[config.mk]
export PLATFORM = sky130hd
export DESIGN_NAME = bresenham_line_rasterizer
export DESIGN_NICKNAME = d
export VERILOG_FILES = /design/src/hdl/blr_pkg.sv /design/src/hdl/blr_queue.sv /design/src/hdl/blr_front.sv /design/src/hdl/blr_back.sv /design/src/hdl/bresenham_line_rasterizer.sv
export SDC_FILE = /design/constraint.sdc
export NUM_CORES = 2
export LEC_CHECK = 0
export BUFFER_PORTS_ARGS = -buffer_cell sky130_fd_sc_hd__buf_2
export CORE_AREA = 2 2 340 342
export DETAILED_ROUTE_END_ITERATION = 6
export DIE_AREA = 0 0 342 344
export GPL_TIMING_DRIVEN = 0
export PLACE_DENSITY = 0.66
export SLEW_MARGIN = 20
export SYNTH_ARGS = -nofsm -noshare
export SYNTH_HDL_FRONTEND = slang
export SYNTH_SLANG_ARGS = --single-unit
[constraint.sdc]
create_clock -name clk -period 13.2 [get_ports clk]
set_input_delay 3.96 -clock clk [delete_from_list [all_inputs] [get_ports clk]]
set_output_delay 3.96 -clock clk [all_outputs]
set_load 0.005 [all_outputs]
[src/hdl/blr_pkg.sv]
// Shared types, constants and helpers for the Bresenham line rasterizer.
// No dependencies; every other file refers to it by scoped names.
`default_nettype none

package blr_pkg;

  localparam int CoordWidth = 16;
  localparam int DeltaWidth = CoordWidth + 1;
  localparam int ErrWidth   = CoordWidth + 2;
  localparam int ColorWidth = 32;
  localparam int OffWidth   = 32;
  localparam int PitchWidth = 18;
  localparam int DepthWidth = 6;
  localparam int CfgIdxWidth  = 3;
  localparam int CfgDataWidth = 18;

  localparam int QDepth    = 4;
  localparam int QPtrWidth = $clog2(QDepth);
  localparam int QCntWidth = $clog2(QDepth + 1);

  localparam logic [DepthWidth-1:0] WriteDepth = DepthWidth'(32);
  localparam logic [ColorWidth-1:0] KeepMask   = 32'hFF00FF00;
  localparam logic [ColorWidth-1:0] RedMask    = 32'h00FF0000;
  localparam logic [ColorWidth-1:0] BlueMask   = 32'h000000FF;

  localparam logic signed [15:0] ResetClipLeft   = 16'sd0;
  localparam logic signed [15:0] ResetClipTop    = 16'sd0;
  localparam logic [15:0]        ResetClipWidth  = 16'd1024;
  localparam logic [15:0]        ResetClipHeight = 16'd768;
  localparam logic [PitchWidth-1:0] ResetPitch   = PitchWidth'(4096);

  typedef enum logic [CfgIdxWidth-1:0] {
    CFG_CLIP_LEFT   = 3'd0,
    CFG_CLIP_TOP    = 3'd1,
    CFG_CLIP_WIDTH  = 3'd2,
    CFG_CLIP_HEIGHT = 3'd3,
    CFG_ROW_PITCH   = 3'd4,
    CFG_SWAP_RB     = 3'd5,
    CFG_PIXEL_DEPTH = 3'd6
  } cfg_idx_t;

  typedef enum logic {
    CMD_START = 1'b0,
    CMD_STEP  = 1'b1
  } cmd_t;

  typedef struct packed {
    logic                         command;
    logic signed [CoordWidth-1:0] start_x;
    logic signed [CoordWidth-1:0] start_y;
    logic signed [CoordWidth-1:0] end_x;
    logic signed [CoordWidth-1:0] end_y;
    logic [ColorWidth-1:0]        line_color;
  } in_item_t;

  typedef struct packed {
    logic signed [CoordWidth-1:0] pixel_x;
    logic signed [CoordWidth-1:0] pixel_y;
    logic [OffWidth-1:0]          byte_offset;
    logic [ColorWidth-1:0]        pixel_color;
    logic                         write_enable;
    logic                         last_pixel;
  } out_item_t;

  typedef struct packed {
    logic signed [CoordWidth-1:0] x;
    logic signed [CoordWidth-1:0] y;
    logic [ColorWidth-1:0]        color;
    logic                         last;
  } pix_t;

  typedef struct packed {
    logic signed [15:0]    clip_left;
    logic signed [15:0]    clip_top;
    logic [15:0]           clip_width;
    logic [15:0]           clip_height;
    logic [PitchWidth-1:0] row_pitch;
    logic                  swap_red_blue;
    logic [DepthWidth-1:0] pixel_depth;
  } cfg_t;

  function automatic logic [ColorWidth-1:0] swap_rb(input logic [ColorWidth-1:0] c);
    swap_rb = (c & KeepMask) | ((c & RedMask) >> 16) | ((c & BlueMask) << 16);
  endfunction

endpackage

`default_nettype wire

[src/hdl/blr_queue.sv]
// Small FIFO of pixel records between the stepper and the pixel back end.
// Depends on blr_pkg.
`default_nettype none

module blr_queue (
  input  wire logic          clk,
  input  wire logic          rst_n,
  input  wire logic          push,
  input  blr_pkg::pix_t      push_data,
  output logic               full,
  input  wire logic          pop,
  output logic               empty,
  output blr_pkg::pix_t      head
);

  blr_pkg::pix_t                        mem [blr_pkg::QDepth];
  logic [blr_pkg::QPtrWidth-1:0]        wr_ptr_r, wr_ptr_nxt;
  logic [blr_pkg::QPtrWidth-1:0]        rd_ptr_r, rd_ptr_nxt;
  logic [blr_pkg::QCntWidth-1:0]        cnt_r, cnt_nxt;
  logic                                 do_push, do_pop;

  assign full    = (cnt_r == blr_pkg::QCntWidth'(blr_pkg::QDepth));
  assign empty   = (cnt_r == '0);
  assign do_push = push && !full;
  assign do_pop  = pop && !empty;
  assign head    = mem[rd_ptr_r];

  always_comb begin
    wr_ptr_nxt = do_push ? wr_ptr_r + 1'b1 : wr_ptr_r;
    rd_ptr_nxt = do_pop ? rd_ptr_r + 1'b1 : rd_ptr_r;
    cnt_nxt    = cnt_r;
    if (do_push && !do_pop) begin
      cnt_nxt = cnt_r + 1'b1;
    end else if (do_pop && !do_push) begin
      cnt_nxt = cnt_r - 1'b1;
    end
  end

  always_ff @(posedge clk) begin
    if (!rst_n) begin
      wr_ptr_r <= '0;
      rd_ptr_r <= '0;
      cnt_r    <= '0;
    end else begin
      wr_ptr_r <= wr_ptr_nxt;
      rd_ptr_r <= rd_ptr_nxt;
      cnt_r    <= cnt_nxt;
    end
  end

  always_ff @(posedge clk) begin
    if (do_push) begin
      mem[wr_ptr_r] <= push_data;
    end
  end

endmodule

`default_nettype wire

[src/hdl/blr_front.sv]
// Front end: takes commands, holds the Bresenham line state and emits one
// pixel record per step into the pixel queue. Depends on blr_pkg.
`default_nettype none

module blr_front (
  input  wire logic          clk,
  input  wire logic          rst_n,
  input  wire logic          in_push,
  input  blr_pkg::in_item_t  in_item,
  output logic               in_full,
  input  wire logic          q_full,
  output logic               q_push,
  output blr_pkg::pix_t      q_data
);

  localparam int CW = blr_pkg::CoordWidth;
  localparam int DW = blr_pkg::DeltaWidth;
  localparam int EW = blr_pkg::ErrWidth;

  logic signed [CW-1:0] cur_x_r, cur_x_nxt, cur_y_r, cur_y_nxt;
  logic signed [CW-1:0] tgt_x_r, tgt_x_nxt, tgt_y_r, tgt_y_nxt;
  logic [DW-1:0]        dx_r, dx_nxt, dy_r, dy_nxt;
  logic signed [EW-1:0] err_r, err_nxt;
  logic                 sxn_r, sxn_nxt, syn_r, syn_nxt;
  logic [blr_pkg::ColorWidth-1:0] color_r, color_nxt;
  logic                 busy_r, busy_nxt;

  logic                 accept, is_step;
  logic signed [DW-1:0] diff_x, diff_y;
  logic signed [EW:0]   e2, neg_dy, err_wide;
  logic                 move_x, move_y, last;

  assign in_full = q_full;
  assign accept  = in_push && !q_full;
  assign is_step = (in_item.command == blr_pkg::CMD_STEP);
  assign last    = (cur_x_r == tgt_x_r) && (cur_y_r == tgt_y_r);
  assign q_push  = accept && is_step && busy_r;
  assign q_data  = '{x: cur_x_r, y: cur_y_r, color: color_r, last: last};

  always_comb begin
    diff_x   = DW'(in_item.end_x) - DW'(in_item.start_x);
    diff_y   = DW'(in_item.end_y) - DW'(in_item.start_y);
    e2       = {err_r, 1'b0};
    neg_dy   = -$signed({2'b00, dy_r});
    move_x   = e2 > neg_dy;
    move_y   = e2 < $signed({2'b00, dx_r});
    err_wide = (EW+1)'(err_r);
    if (move_x) begin
      err_wide = err_wide - $signed({2'b00, dy_r});
    end
    if (move_y) begin
      err_wide = err_wide + $signed({2'b00, dx_r});
    end

    cur_x_nxt = cur_x_r;
    cur_y_nxt = cur_y_r;
    tgt_x_nxt = tgt_x_r;
    tgt_y_nxt = tgt_y_r;
    dx_nxt    = dx_r;
    dy_nxt    = dy_r;
    err_nxt   = err_r;
    sxn_nxt   = sxn_r;
    syn_nxt   = syn_r;
    color_nxt = color_r;
    busy_nxt  = busy_r;

    if (accept && !is_step) begin
      cur_x_nxt = in_item.start_x;
      cur_y_nxt = in_item.start_y;
      tgt_x_nxt = in_item.end_x;
      tgt_y_nxt = in_item.end_y;
      dx_nxt    = diff_x[DW-1] ? DW'(-diff_x) : DW'(diff_x);
      dy_nxt    = diff_y[DW-1] ? DW'(-diff_y) : DW'(diff_y);
      sxn_nxt   = diff_x[DW-1] || (diff_x == '0);
      syn_nxt   = diff_y[DW-1] || (diff_y == '0);
      err_nxt   = $signed({1'b0, dx_nxt}) - $signed({1'b0, dy_nxt});
      color_nxt = in_item.line_color;
      busy_nxt  = 1'b1;
    end else if (q_push) begin
      if (last) begin
        busy_nxt = 1'b0;
      end else begin
        err_nxt = EW'(err_wide);
        if (move_x) begin
          cur_x_nxt = sxn_r ? cur_x_r - 1'b1 : cur_x_r + 1'b1;
        end
        if (move_y) begin
          cur_y_nxt = syn_r ? cur_y_r - 1'b1 : cur_y_r + 1'b1;
        end
      end
    end
  end

  always_ff @(posedge clk) begin
    if (!rst_n) begin
      busy_r <= 1'b0;
    end else begin
      busy_r <= busy_nxt;
    end
  end

  always_ff @(posedge clk) begin
    cur_x_r <= cur_x_nxt;
    cur_y_r <= cur_y_nxt;
    tgt_x_r <= tgt_x_nxt;
    tgt_y_r <= tgt_y_nxt;
    dx_r    <= dx_nxt;
    dy_r    <= dy_nxt;
    err_r   <= err_nxt;
    sxn_r   <= sxn_nxt;
    syn_r   <= syn_nxt;
    color_r <= color_nxt;
  end

endmodule

`default_nettype wire

[src/hdl/blr_back.sv]
// Back end: clip test, row multiply and colour swap in one registered stage,
// then offset add into the result FIFO. Depends on blr_pkg.
`default_nettype none

module blr_back (
  input  wire logic           clk,
  input  wire logic           rst_n,
  input  blr_pkg::cfg_t       cfg,
  input  wire logic           q_empty,
  input  blr_pkg::pix_t       q_head,
  output logic                q_pop,
  input  wire logic           out_pop,
  output logic                out_empty,
  output blr_pkg::out_item_t  out_item
);

  localparam int CW = blr_pkg::CoordWidth;
  localparam int OW = blr_pkg::OffWidth;
  localparam int PW = blr_pkg::PitchWidth;

  // stage 1
  logic                 s1_v_r;
  logic signed [CW-1:0] s1_x_r, s1_y_r;
  logic [OW-1:0]        s1_prod_r;
  logic [blr_pkg::ColorWidth-1:0] s1_color_r;
  logic                 s1_we_r, s1_last_r;

  logic signed [CW+1:0]    rel_x, rel_y;
  logic                    in_clip;
  logic signed [CW+PW:0]   prod;
  logic [OW-1:0]           offset;
  blr_pkg::out_item_t      res;

  // result FIFO
  blr_pkg::out_item_t                mem [blr_pkg::QDepth];
  logic [blr_pkg::QPtrWidth-1:0]     wr_ptr_r, rd_ptr_r;
  logic [blr_pkg::QCntWidth-1:0]     cnt_r, cnt_nxt;
  logic                              do_pop;

  assign q_pop = !q_empty &&
                 ((cnt_r + blr_pkg::QCntWidth'(s1_v_r)) <
                  blr_pkg::QCntWidth'(blr_pkg::QDepth));

  always_comb begin
    rel_x   = (CW+2)'(q_head.x) - (CW+2)'(cfg.clip_left);
    rel_y   = (CW+2)'(q_head.y) - (CW+2)'(cfg.clip_top);
    in_clip = !rel_x[CW+1] && (rel_x < $signed({2'b00, cfg.clip_width})) &&
              !rel_y[CW+1] && (rel_y < $signed({2'b00, cfg.clip_height}));
    prod    = q_head.y * $signed({1'b0, cfg.row_pitch});
  end

  always_ff @(posedge clk) begin
    if (!rst_n) begin
      s1_v_r <= 1'b0;
    end else begin
      s1_v_r <= q_pop;
    end
  end

  always_ff @(posedge clk) begin
    if (q_pop) begin
      s1_x_r     <= q_head.x;
      s1_y_r     <= q_head.y;
      s1_prod_r  <= prod[OW-1:0];
      s1_color_r <= cfg.swap_red_blue ? blr_pkg::swap_rb(q_head.color) : q_head.color;
      s1_we_r    <= in_clip && (cfg.pixel_depth == blr_pkg::WriteDepth);
      s1_last_r  <= q_head.last;
    end
  end

  always_comb begin
    offset = s1_prod_r + (OW'(s1_x_r) << 2);
    res    = '{pixel_x:      s1_x_r,
               pixel_y:      s1_y_r,
               byte_offset:  s1_we_r ? offset : '0,
               pixel_color:  s1_color_r,
               write_enable: s1_we_r,
               last_pixel:   s1_last_r};
  end

  assign out_empty = (cnt_r == '0);
  assign do_pop    = out_pop && !out_empty;
  assign out_item  = mem[rd_ptr_r];

  always_comb begin
    cnt_nxt = cnt_r;
    if (s1_v_r && !do_pop) begin
      cnt_nxt = cnt_r + 1'b1;
    end else if (do_pop && !s1_v_r) begin
      cnt_nxt = cnt_r - 1'b1;
    end
  end

  always_ff @(posedge clk) begin
    if (!rst_n) begin
      wr_ptr_r <= '0;
      rd_ptr_r <= '0;
      cnt_r    <= '0;
    end else begin
      cnt_r <= cnt_nxt;
      if (s1_v_r) begin
        wr_ptr_r <= wr_ptr_r + 1'b1;
      end
      if (do_pop) begin
        rd_ptr_r <= rd_ptr_r + 1'b1;
      end
    end
  end

  always_ff @(posedge clk) begin
    if (s1_v_r) begin
      mem[wr_ptr_r] <= res;
    end
  end

endmodule

`default_nettype wire

[src/hdl/bresenham_line_rasterizer.sv]
// Top level of the Bresenham line rasterizer: configuration registers and
// the front end, pixel queue and back end. Depends on blr_pkg, blr_front,
// blr_queue and blr_back.
//
// Input queue: drive in_item and raise in_push; the transaction is taken on
// a clock edge with in_full low. A start command loads a line and yields no
// result; each step command while a line is active yields one pixel.
// Result queue: while out_empty is low the oldest pixel is on out_item; raise
// out_pop to take it. last_pixel marks the end point of the line.
// A step's pixel passes the pixel queue, back-end register and result FIFO.
// One transaction is taken per clock while in_full is low; the stepper updates
// its error term and coordinates per step; the y*pitch multiply is registered.
// If the receiver stalls, four pixels collect in the result FIFO and four in
// the pixel queue, after which in_full rises until out_pop resumes.
// Configuration writes (cfg_we, cfg_index, cfg_data) take effect at once and
// belong only in idle periods. Synchronous reset (rst_n low) empties both
// queues, drops any active line and restores the register defaults.
`default_nettype none

module bresenham_line_rasterizer (
  input  wire logic                                 clk,
  input  wire logic                                 rst_n,
  input  wire logic                                 in_push,
  input  blr_pkg::in_item_t                         in_item,
  output logic                                      in_full,
  output logic                                      out_empty,
  input  wire logic                                 out_pop,
  output blr_pkg::out_item_t                        out_item,
  input  wire logic                                 cfg_we,
  input  wire logic [blr_pkg::CfgIdxWidth-1:0]      cfg_index,
  input  wire logic [blr_pkg::CfgDataWidth-1:0]     cfg_data
);

  blr_pkg::cfg_t cfg_r;
  blr_pkg::pix_t fq_data, q_head;
  logic          fq_push, q_full, q_pop, q_empty;

  always_ff @(posedge clk) begin
    if (!rst_n) begin
      cfg_r.clip_left     <= blr_pkg::ResetClipLeft;
      cfg_r.clip_top      <= blr_pkg::ResetClipTop;
      cfg_r.clip_width    <= blr_pkg::ResetClipWidth;
      cfg_r.clip_height   <= blr_pkg::ResetClipHeight;
      cfg_r.row_pitch     <= blr_pkg::ResetPitch;
      cfg_r.swap_red_blue <= 1'b0;
      cfg_r.pixel_depth   <= blr_pkg::WriteDepth;
    end else if (cfg_we) begin
      unique case (blr_pkg::cfg_idx_t'(cfg_index))
        blr_pkg::CFG_CLIP_LEFT:   cfg_r.clip_left     <= $signed(cfg_data[15:0]);
        blr_pkg::CFG_CLIP_TOP:    cfg_r.clip_top      <= $signed(cfg_data[15:0]);
        blr_pkg::CFG_CLIP_WIDTH:  cfg_r.clip_width    <= cfg_data[15:0];
        blr_pkg::CFG_CLIP_HEIGHT: cfg_r.clip_height   <= cfg_data[15:0];
        blr_pkg::CFG_ROW_PITCH:   cfg_r.row_pitch     <= cfg_data;
        blr_pkg::CFG_SWAP_RB:     cfg_r.swap_red_blue <= cfg_data[0];
        blr_pkg::CFG_PIXEL_DEPTH: cfg_r.pixel_depth   <= cfg_data[blr_pkg::DepthWidth-1:0];
        default: ;
      endcase
    end
  end

  blr_front u_front (
    .clk     (clk),
    .rst_n   (rst_n),
    .in_push (in_push),
    .in_item (in_item),
    .in_full (in_full),
    .q_full  (q_full),
    .q_push  (fq_push),
    .q_data  (fq_data)
  );

  blr_queue u_queue (
    .clk       (clk),
    .rst_n     (rst_n),
    .push      (fq_push),
    .push_data (fq_data),
    .full      (q_full),
    .pop       (q_pop),
    .empty     (q_empty),
    .head      (q_head)
  );

  blr_back u_back (
    .clk       (clk),
    .rst_n     (rst_n),
    .cfg       (cfg_r),
    .q_empty   (q_empty),
    .q_head    (q_head),
    .q_pop     (q_pop),
    .out_pop   (out_pop),
    .out_empty (out_empty),
    .out_item  (out_item)
  );

endmodule

`default_nettype wire

# After elaboration in Yosys (flattened, before gate mapping)
# Memories as Yosys holds them, arrays and structs flattened. A register that Yosys moved wholly into a read port is not among the register bits.
# Cells that the tools add are included.
# Widths: inputs -> output; s select.
# totals
latchBits,0
ram_bits,652
input_bits,123
regBits,353
mem_bits_ro,0
mem_count,2
out_inout_bits,100
# mem_list
memory,words,word_bits,read_ports,rd_clocked_by_memory_dff,wr,line,source
u_back.mem,4,98,1,1,1,blr_back.sv:35,blr_pkg::out_item_t mem [blr_pkg::QDepth];
u_queue.mem,4,65,1,1,1,blr_queue.sv:16,blr_pkg::pix_t mem [blr_pkg::QDepth];
# classes
mul,1
reduce_logical,51
div,0
muxes,34
shifts,0
bitwise_logic,2
add_sub_neg,24
eq_ne,11
order_cmp,5
# op_table
operator,count
$mux 16,10
$mux 18,5
$sub 16x16->17,4
$mux 32,2
$lt 18x17->1,2
$logic_not 17->1,2
$mux 17,2
$neg 17->17,2
$add 16x1->16 const B,2
$add 32x32->32,1
$eq 16x16->1,2
$mul 16x19->32,1
$or 32x24->32,1
$or 32x8->32,1
$sub 16x1->16 const B,2
$gt 19x19->1,1
$lt 19x18->1,1
$neg 17->19,1
$add 18x18->18,1
$reduce_and 2->1,9
$sub 17x17->18,1
$sub 18x18->18,1
$logic_and 1x1->1,17
$eq 3x3->1 const B,4
17 further kinds,53

# Logic depth before layout (Yosys ltp)
# logic_depth
depth_word,10
mapped_depth,30

# By module
# A second synthesis with hierarchy kept.
# hier_totals
cells_unflattened,4384
hier_area_um2,56964.6
# modules_own_cells
module,n_inst,area_each_um2,seq_area_each_um2,cells_each
blr_back,1,30879.6,14914.3,2297
blr_front,1,12833.6,4524.3,1377
blr_queue,1,9907.0,7987.7,387
bresenham_line_rasterizer,1,3344.5,1781.7,323

# Worst setup path after synthesis
# No wires, ideal clock.
# synth_path
path_type,input to register
start,input port in_item[48] in the netlist's numbering
end,register u_front.err_r[16] (data pin)
required_ps,12939
cell_stages,24
slack_ps,4512
n_path_buf,1
arrival_ps,8427
cell_sequence,inv_1 -> ha_1 -> inv_1 -> fa_1 -> a211oi_1 -> o21ai_0 -> a31oi_1 -> a211oi_1 -> o311a_1 -> o21ai_1 -> a31oi_1 -> clkbuf_1 -> nor2_1 -> xnor2_1 -> ha_1 -> nor2b_1 -> o21a_1 -> o21ai_0 -> a211oi_1 -> o41ai_1 -> o21ai_0 -> nand2_1 -> o21ai_0 -> a221o_1
# synth_between
elab_chain_cells,5
# synth_lines
item,line,source
start: declaration,bresenham_line_rasterizer.sv:24,"input blr_pkg::in_item_t in_item,"
$sub 16x16->17 *,blr_front.sv:41,diff_x = DW'(in_item.end_x) - DW'(in_item.start_x);
$neg 17->17,blr_front.sv:72,dx_nxt = diff_x[DW-1] ? DW'(-diff_x) : DW'(diff_x);
$mux 17 *,blr_front.sv:72,
$sub 17x17->18 *,blr_front.sv:76,"err_nxt = $signed({1'b0, dx_nxt}) - $signed({1'b0, dy_nxt});"
$mux 18 *,blr_front.sv:67,if (accept && !is_step) begin
named net u_front.err_nxt[16],blr_front.sv:23,"logic signed [EW-1:0] err_r, err_nxt;"
end signal: assignment,blr_front.sv:109,err_r <= err_nxt;
end: declaration,blr_front.sv:23,
# The timed path passes the listed nets; every way through them passes the cells marked *.
# A chain may end at the register's enable or synchronous reset.

# Worst setup path after layout
# Ends and elaborated chain as after synthesis.

==> impl_metrics.py <==
metrics = {
    "job": {
        "cap_violations": 0,
    },
    "clock_tree": {
        "clockRootBuffer": "clkbuf_16",
        "cts-resized-gates": 0,
        "cts_sinks": 1009,
        "postCtsSetupBuffers": 0,
        "tritoncts": "done",
        "cts_buffers": 101,
        "max-clock-path-buffers": 3,
        "ctsHoldBuffers": 0,
        "path_clk_slew_ns": 0.06,
        "clock_latency_ns": 0.73,
        "ctsHtreeMaxLevel": 3,
    },
    "power": {
        "power.internal_mw": 8.72,
        "p_comb_share_pct": 45.1,
        "pwr-share-seq_pct": 34.5,
        "clkPwrFrac_pct": 20.4,
        "switching_share_pct": 37.7,
        "power_per_cell_area_mw_per_mm2": 220,
        "cellLeakagePower_nw": 24.1,
        "power_switching_mw": 5.27,
        "peakVddDrop_mv": 0.138,
    },
    "sta": {
        "finalSetupTns_ns": 0,
        "worst_slack_ns": 3.89,
        "rsz0062_at_grt": "no",
        "max_slew_margin_pct": 21.7,
        "worst_slew_pin_slew_ns": 1.16,
        "period_needed_ns": 9.31,
        "maxSlewViolCount": 0,
        "fin_worst_skew_ns": 0.0525,
        "hold_viol_final": 0,
        "setup_viol": 0,
        "period_share_pct": 70.5,
        "timing.fmax_ghz": 0.107,
    },
    "finish": {
        "area_growth_pct": 12.2,
        "post-route-util_pct": 55.9,
        "fin_nets": 5492,
        "drive_above_1_share_pct": 12.9,
    },
    "floorplanning": {
        "core_region_area_mm2": 0.114,
        "die_h_um": 344,
        "die_area_mm2": 0.118,
        "start_util_pct": 49.8,
        "fp-row-count": 124,
        "ios": 223,
        "die_x_um": 342,
    },
    "synthesis": {
        "synthFlopType": "edfxtp_1",
        "yosys-top-cells-count": "edfxtp_1 (900), inv_1 (459), nand2_1 (429), ha_1 (357), fa_1 (234)",
        "yosysTopAreaCell": "edfxtp_1",
        "ys_seq_elements": 1009,
        "ys_seq_area_share_pct": 51.5,
        "syn_nets": 5143,
        "ys_types": 79,
        "syn_area_mm2": 0.0567,
        "synth_top_area_share_pct": 47.7,
        "synth_area_per_cell_um2": 12.8,
        "syn_inst": 4429,
        "synth_enable_flop_cells": 900,
        "ys_async_sr_fraction_pct": 0,
        "yosysWarnings": 0,
        "ys_top_cells_by_area": "edfxtp_1 (48%), fa_1 (8.3%), ha_1 (7.9%)",
        "synth_most_common_cell": "edfxtp_1",
    },
    "grt": {
        "grt_overflow": 0,
        "grt_pass1_vias": 35500,
        "grt_max_degree": 46,
        "grt_pass1_wl_um": 213000,
        "antenna_found_initial": 12,
        "grt_usage_pct": 24.0,
    },
    "placed_design": {
        "pre_cts_ws_ns": 3.26,
        "place.gp.congestion": 0.921,
        "portBuffers": 221,
        "dp_hpwl_um": 106000,
    },
    "drt": {
        "first_pass_iters": 5,
        "drt_iter0_drc": 2647,
        "wl_um": 140000,
        "wl_per_cell_um": 21.9,
        "drtAntennaViolNets": 0,
        "num_vias": 35400,
        "remaining_drc_errors": 0,
        "vias_per_cell": 5.56,
    },
    "critical_path": {
        "cp_max_fo": 10,
        "worst-setup-path-type": "in2reg",
        "required_ns": 13.65,
        "crit_arrival_ns": 9.76,
        "cpLargestDelayFamily": "compound AO/OA/AOI/OAI gates",
        "crit_buf_inv": 4,
        "slowest_stage": "o41ai_1",
        "startpoint_type": "input port",
        "cpPeakStageDelay_ns": 0.54,
        "crit_top_cell": "o21ai_0",
        "cp-end-kind": "flip-flop",
    },
    "min_path": {
        "holdCritPathClass": "reg2reg",
    },
    "run_status": {
        "status": "finished clean",
    },
}
through the flow:
stage / instance area (µm²) / hold WS [ns] / power (mW) / cells
6_report: 63700 / 0.462 / 14.0 / 6377
4_1_cts: 63600 / 0.465 / 14.1 / 6373
3_5_place_dp: 60300 / 0.457 / 11.2 / 6187
3_3_place_gp: 59700 / 0.447 / 11.1 / 6162
5_1_grt: 63600 / 0.480 / 14.9 / 6376
2_1_floorplan: 56700 / 0.436 / 9.21 / 4429
power by group through the flow:
stage,combinational (mW),sequential [mW],clock [mW]
detailed placement,6.28,4.89,0
floorplan,4.44,4.78,0
global placement,6.08,4.98,0
finish,6.30,4.83,2.85
global route,7.00,4.88,3.02
CTS,6.33,4.83,2.91
metal layers:
metal	vias to the layer above	routed length [µm]	GRT usage, %
met5	-	0	0
met4	0	5300	9.33
met3	232	7360	2.88
met2	1016	68100	40.4
met1	17600	59100	31.9
li1	16600	-	-
worst register-to-register path, cell delays in order, from the launching register on:
cell,delay [ns]
dfxtp_1,0.38
buf_2,0.41
buf_2,0.49
mux4_2,0.51
buf_1,0.73
nand2_1,0.19
fa_1,0.56
fa_1,0.59
fa_1,0.45
fa_1,0.56
inv_1,0.05
fa_1,0.50
fa_1,0.43
ha_1,0.35
a211o_1,0.33
a21oi_1,0.34
a221oi_1,0.23
a221o_1,0.40
a41o_1,0.30
a221oi_1,0.39
a22oi_1,0.13
xor2_1,0.16
registers in the layout, indices dropped and copies added (netlist names), 17 cells and up, named ones only:
name / count
u_back.mem: 392
u_queue.mem: 260
u_back.s1_prod_r: 32
cfg_r: 89
u_back.s1_color_r: 32
u_front.dx_r: 17
u_front.dy_r: 17
u_front.err_r: 18
u_front.color_r: 32
placed cells by master (no fill, tap or decap), types with 9 or more instances in the layout:
cell type	synthesis	layout
a31oi_1	22	22
and2_1	193	185
nor2_1	180	179
o211ai_1	15	15
a21oi_1	146	146
xnor2_1	180	180
and3_1	28	28
buf_12	0	9
o21a_1	43	43
mux4_2	162	162
nor2b_1	47	47
clkinv_1	0	14
fa_1	234	234
xor2_1	62	62
nand3_1	41	41
dfxtp_1	109	109
buf_1	28	26
clkinv_2	0	25
nand4_1	23	23
a21o_1	60	60
a211oi_1	27	27
ha_1	357	357
mux2i_1	20	20
nor3_1	56	56
a21boi_0	90	90
or3_1	23	23
inv_1	459	459
nand2b_1	44	44
mux2_2	24	24
o21ai_0	130	128
buf_2	4	226
nor4_1	24	24
edfxtp_1	900	900
buf_16	0	14
o41ai_1	9	9
clkbuf_1	97	118
o31ai_1	16	16
nand2_1	429	429
clkbuf_16	0	102
o21bai_1	16	16
cell type report:
cell class              instances  area, µm²
fillers                      9374      50200
flip-flops and latches       1009      29200
multi-input cells            2832      25300
clock buffers                 125       2640
well taps                    1512       1890
inverters                     459       1720
repair buffers                246       1690
clock inverters                61        671
plain buffers                 129        494
diodes                          4       10.0
path summary, 6_finish.rpt:
kind / startpoint / end / slack (ns) / cells after the start
max reg2reg: flip-flop / u_back.s1_prod_r[30]$_DFFE_PP_ / 4.47 / 21
min reg2reg: cfg_r[38]$_SDFFE_PN0P_ / cfg_r[38]$_SDFFE_PN0P_ / 0.46 / 2
min: cfg_r[38]$_SDFFE_PN0P_ / cfg_r[38]$_SDFFE_PN0P_ / 0.46 / 2
max: in_item[48] / u_front.err_r[16]$_DFFE_PP_ / 3.89 / 25
cell families after synthesis:
logic type | Yosys count | synth area share [%]
DFF | 1009 | 51.5
xor gates and xnor gates | 242 | 3.74
and+or+nand+nor | 1128 | 9.68
muxes | 206 | 7.26
AOI/OAI and AO/OA | 665 | 7.78
adders and majority gates | 591 | 16.1
buffers and inverters | 588 | 3.90
Power figures use the tool's default switching activity.
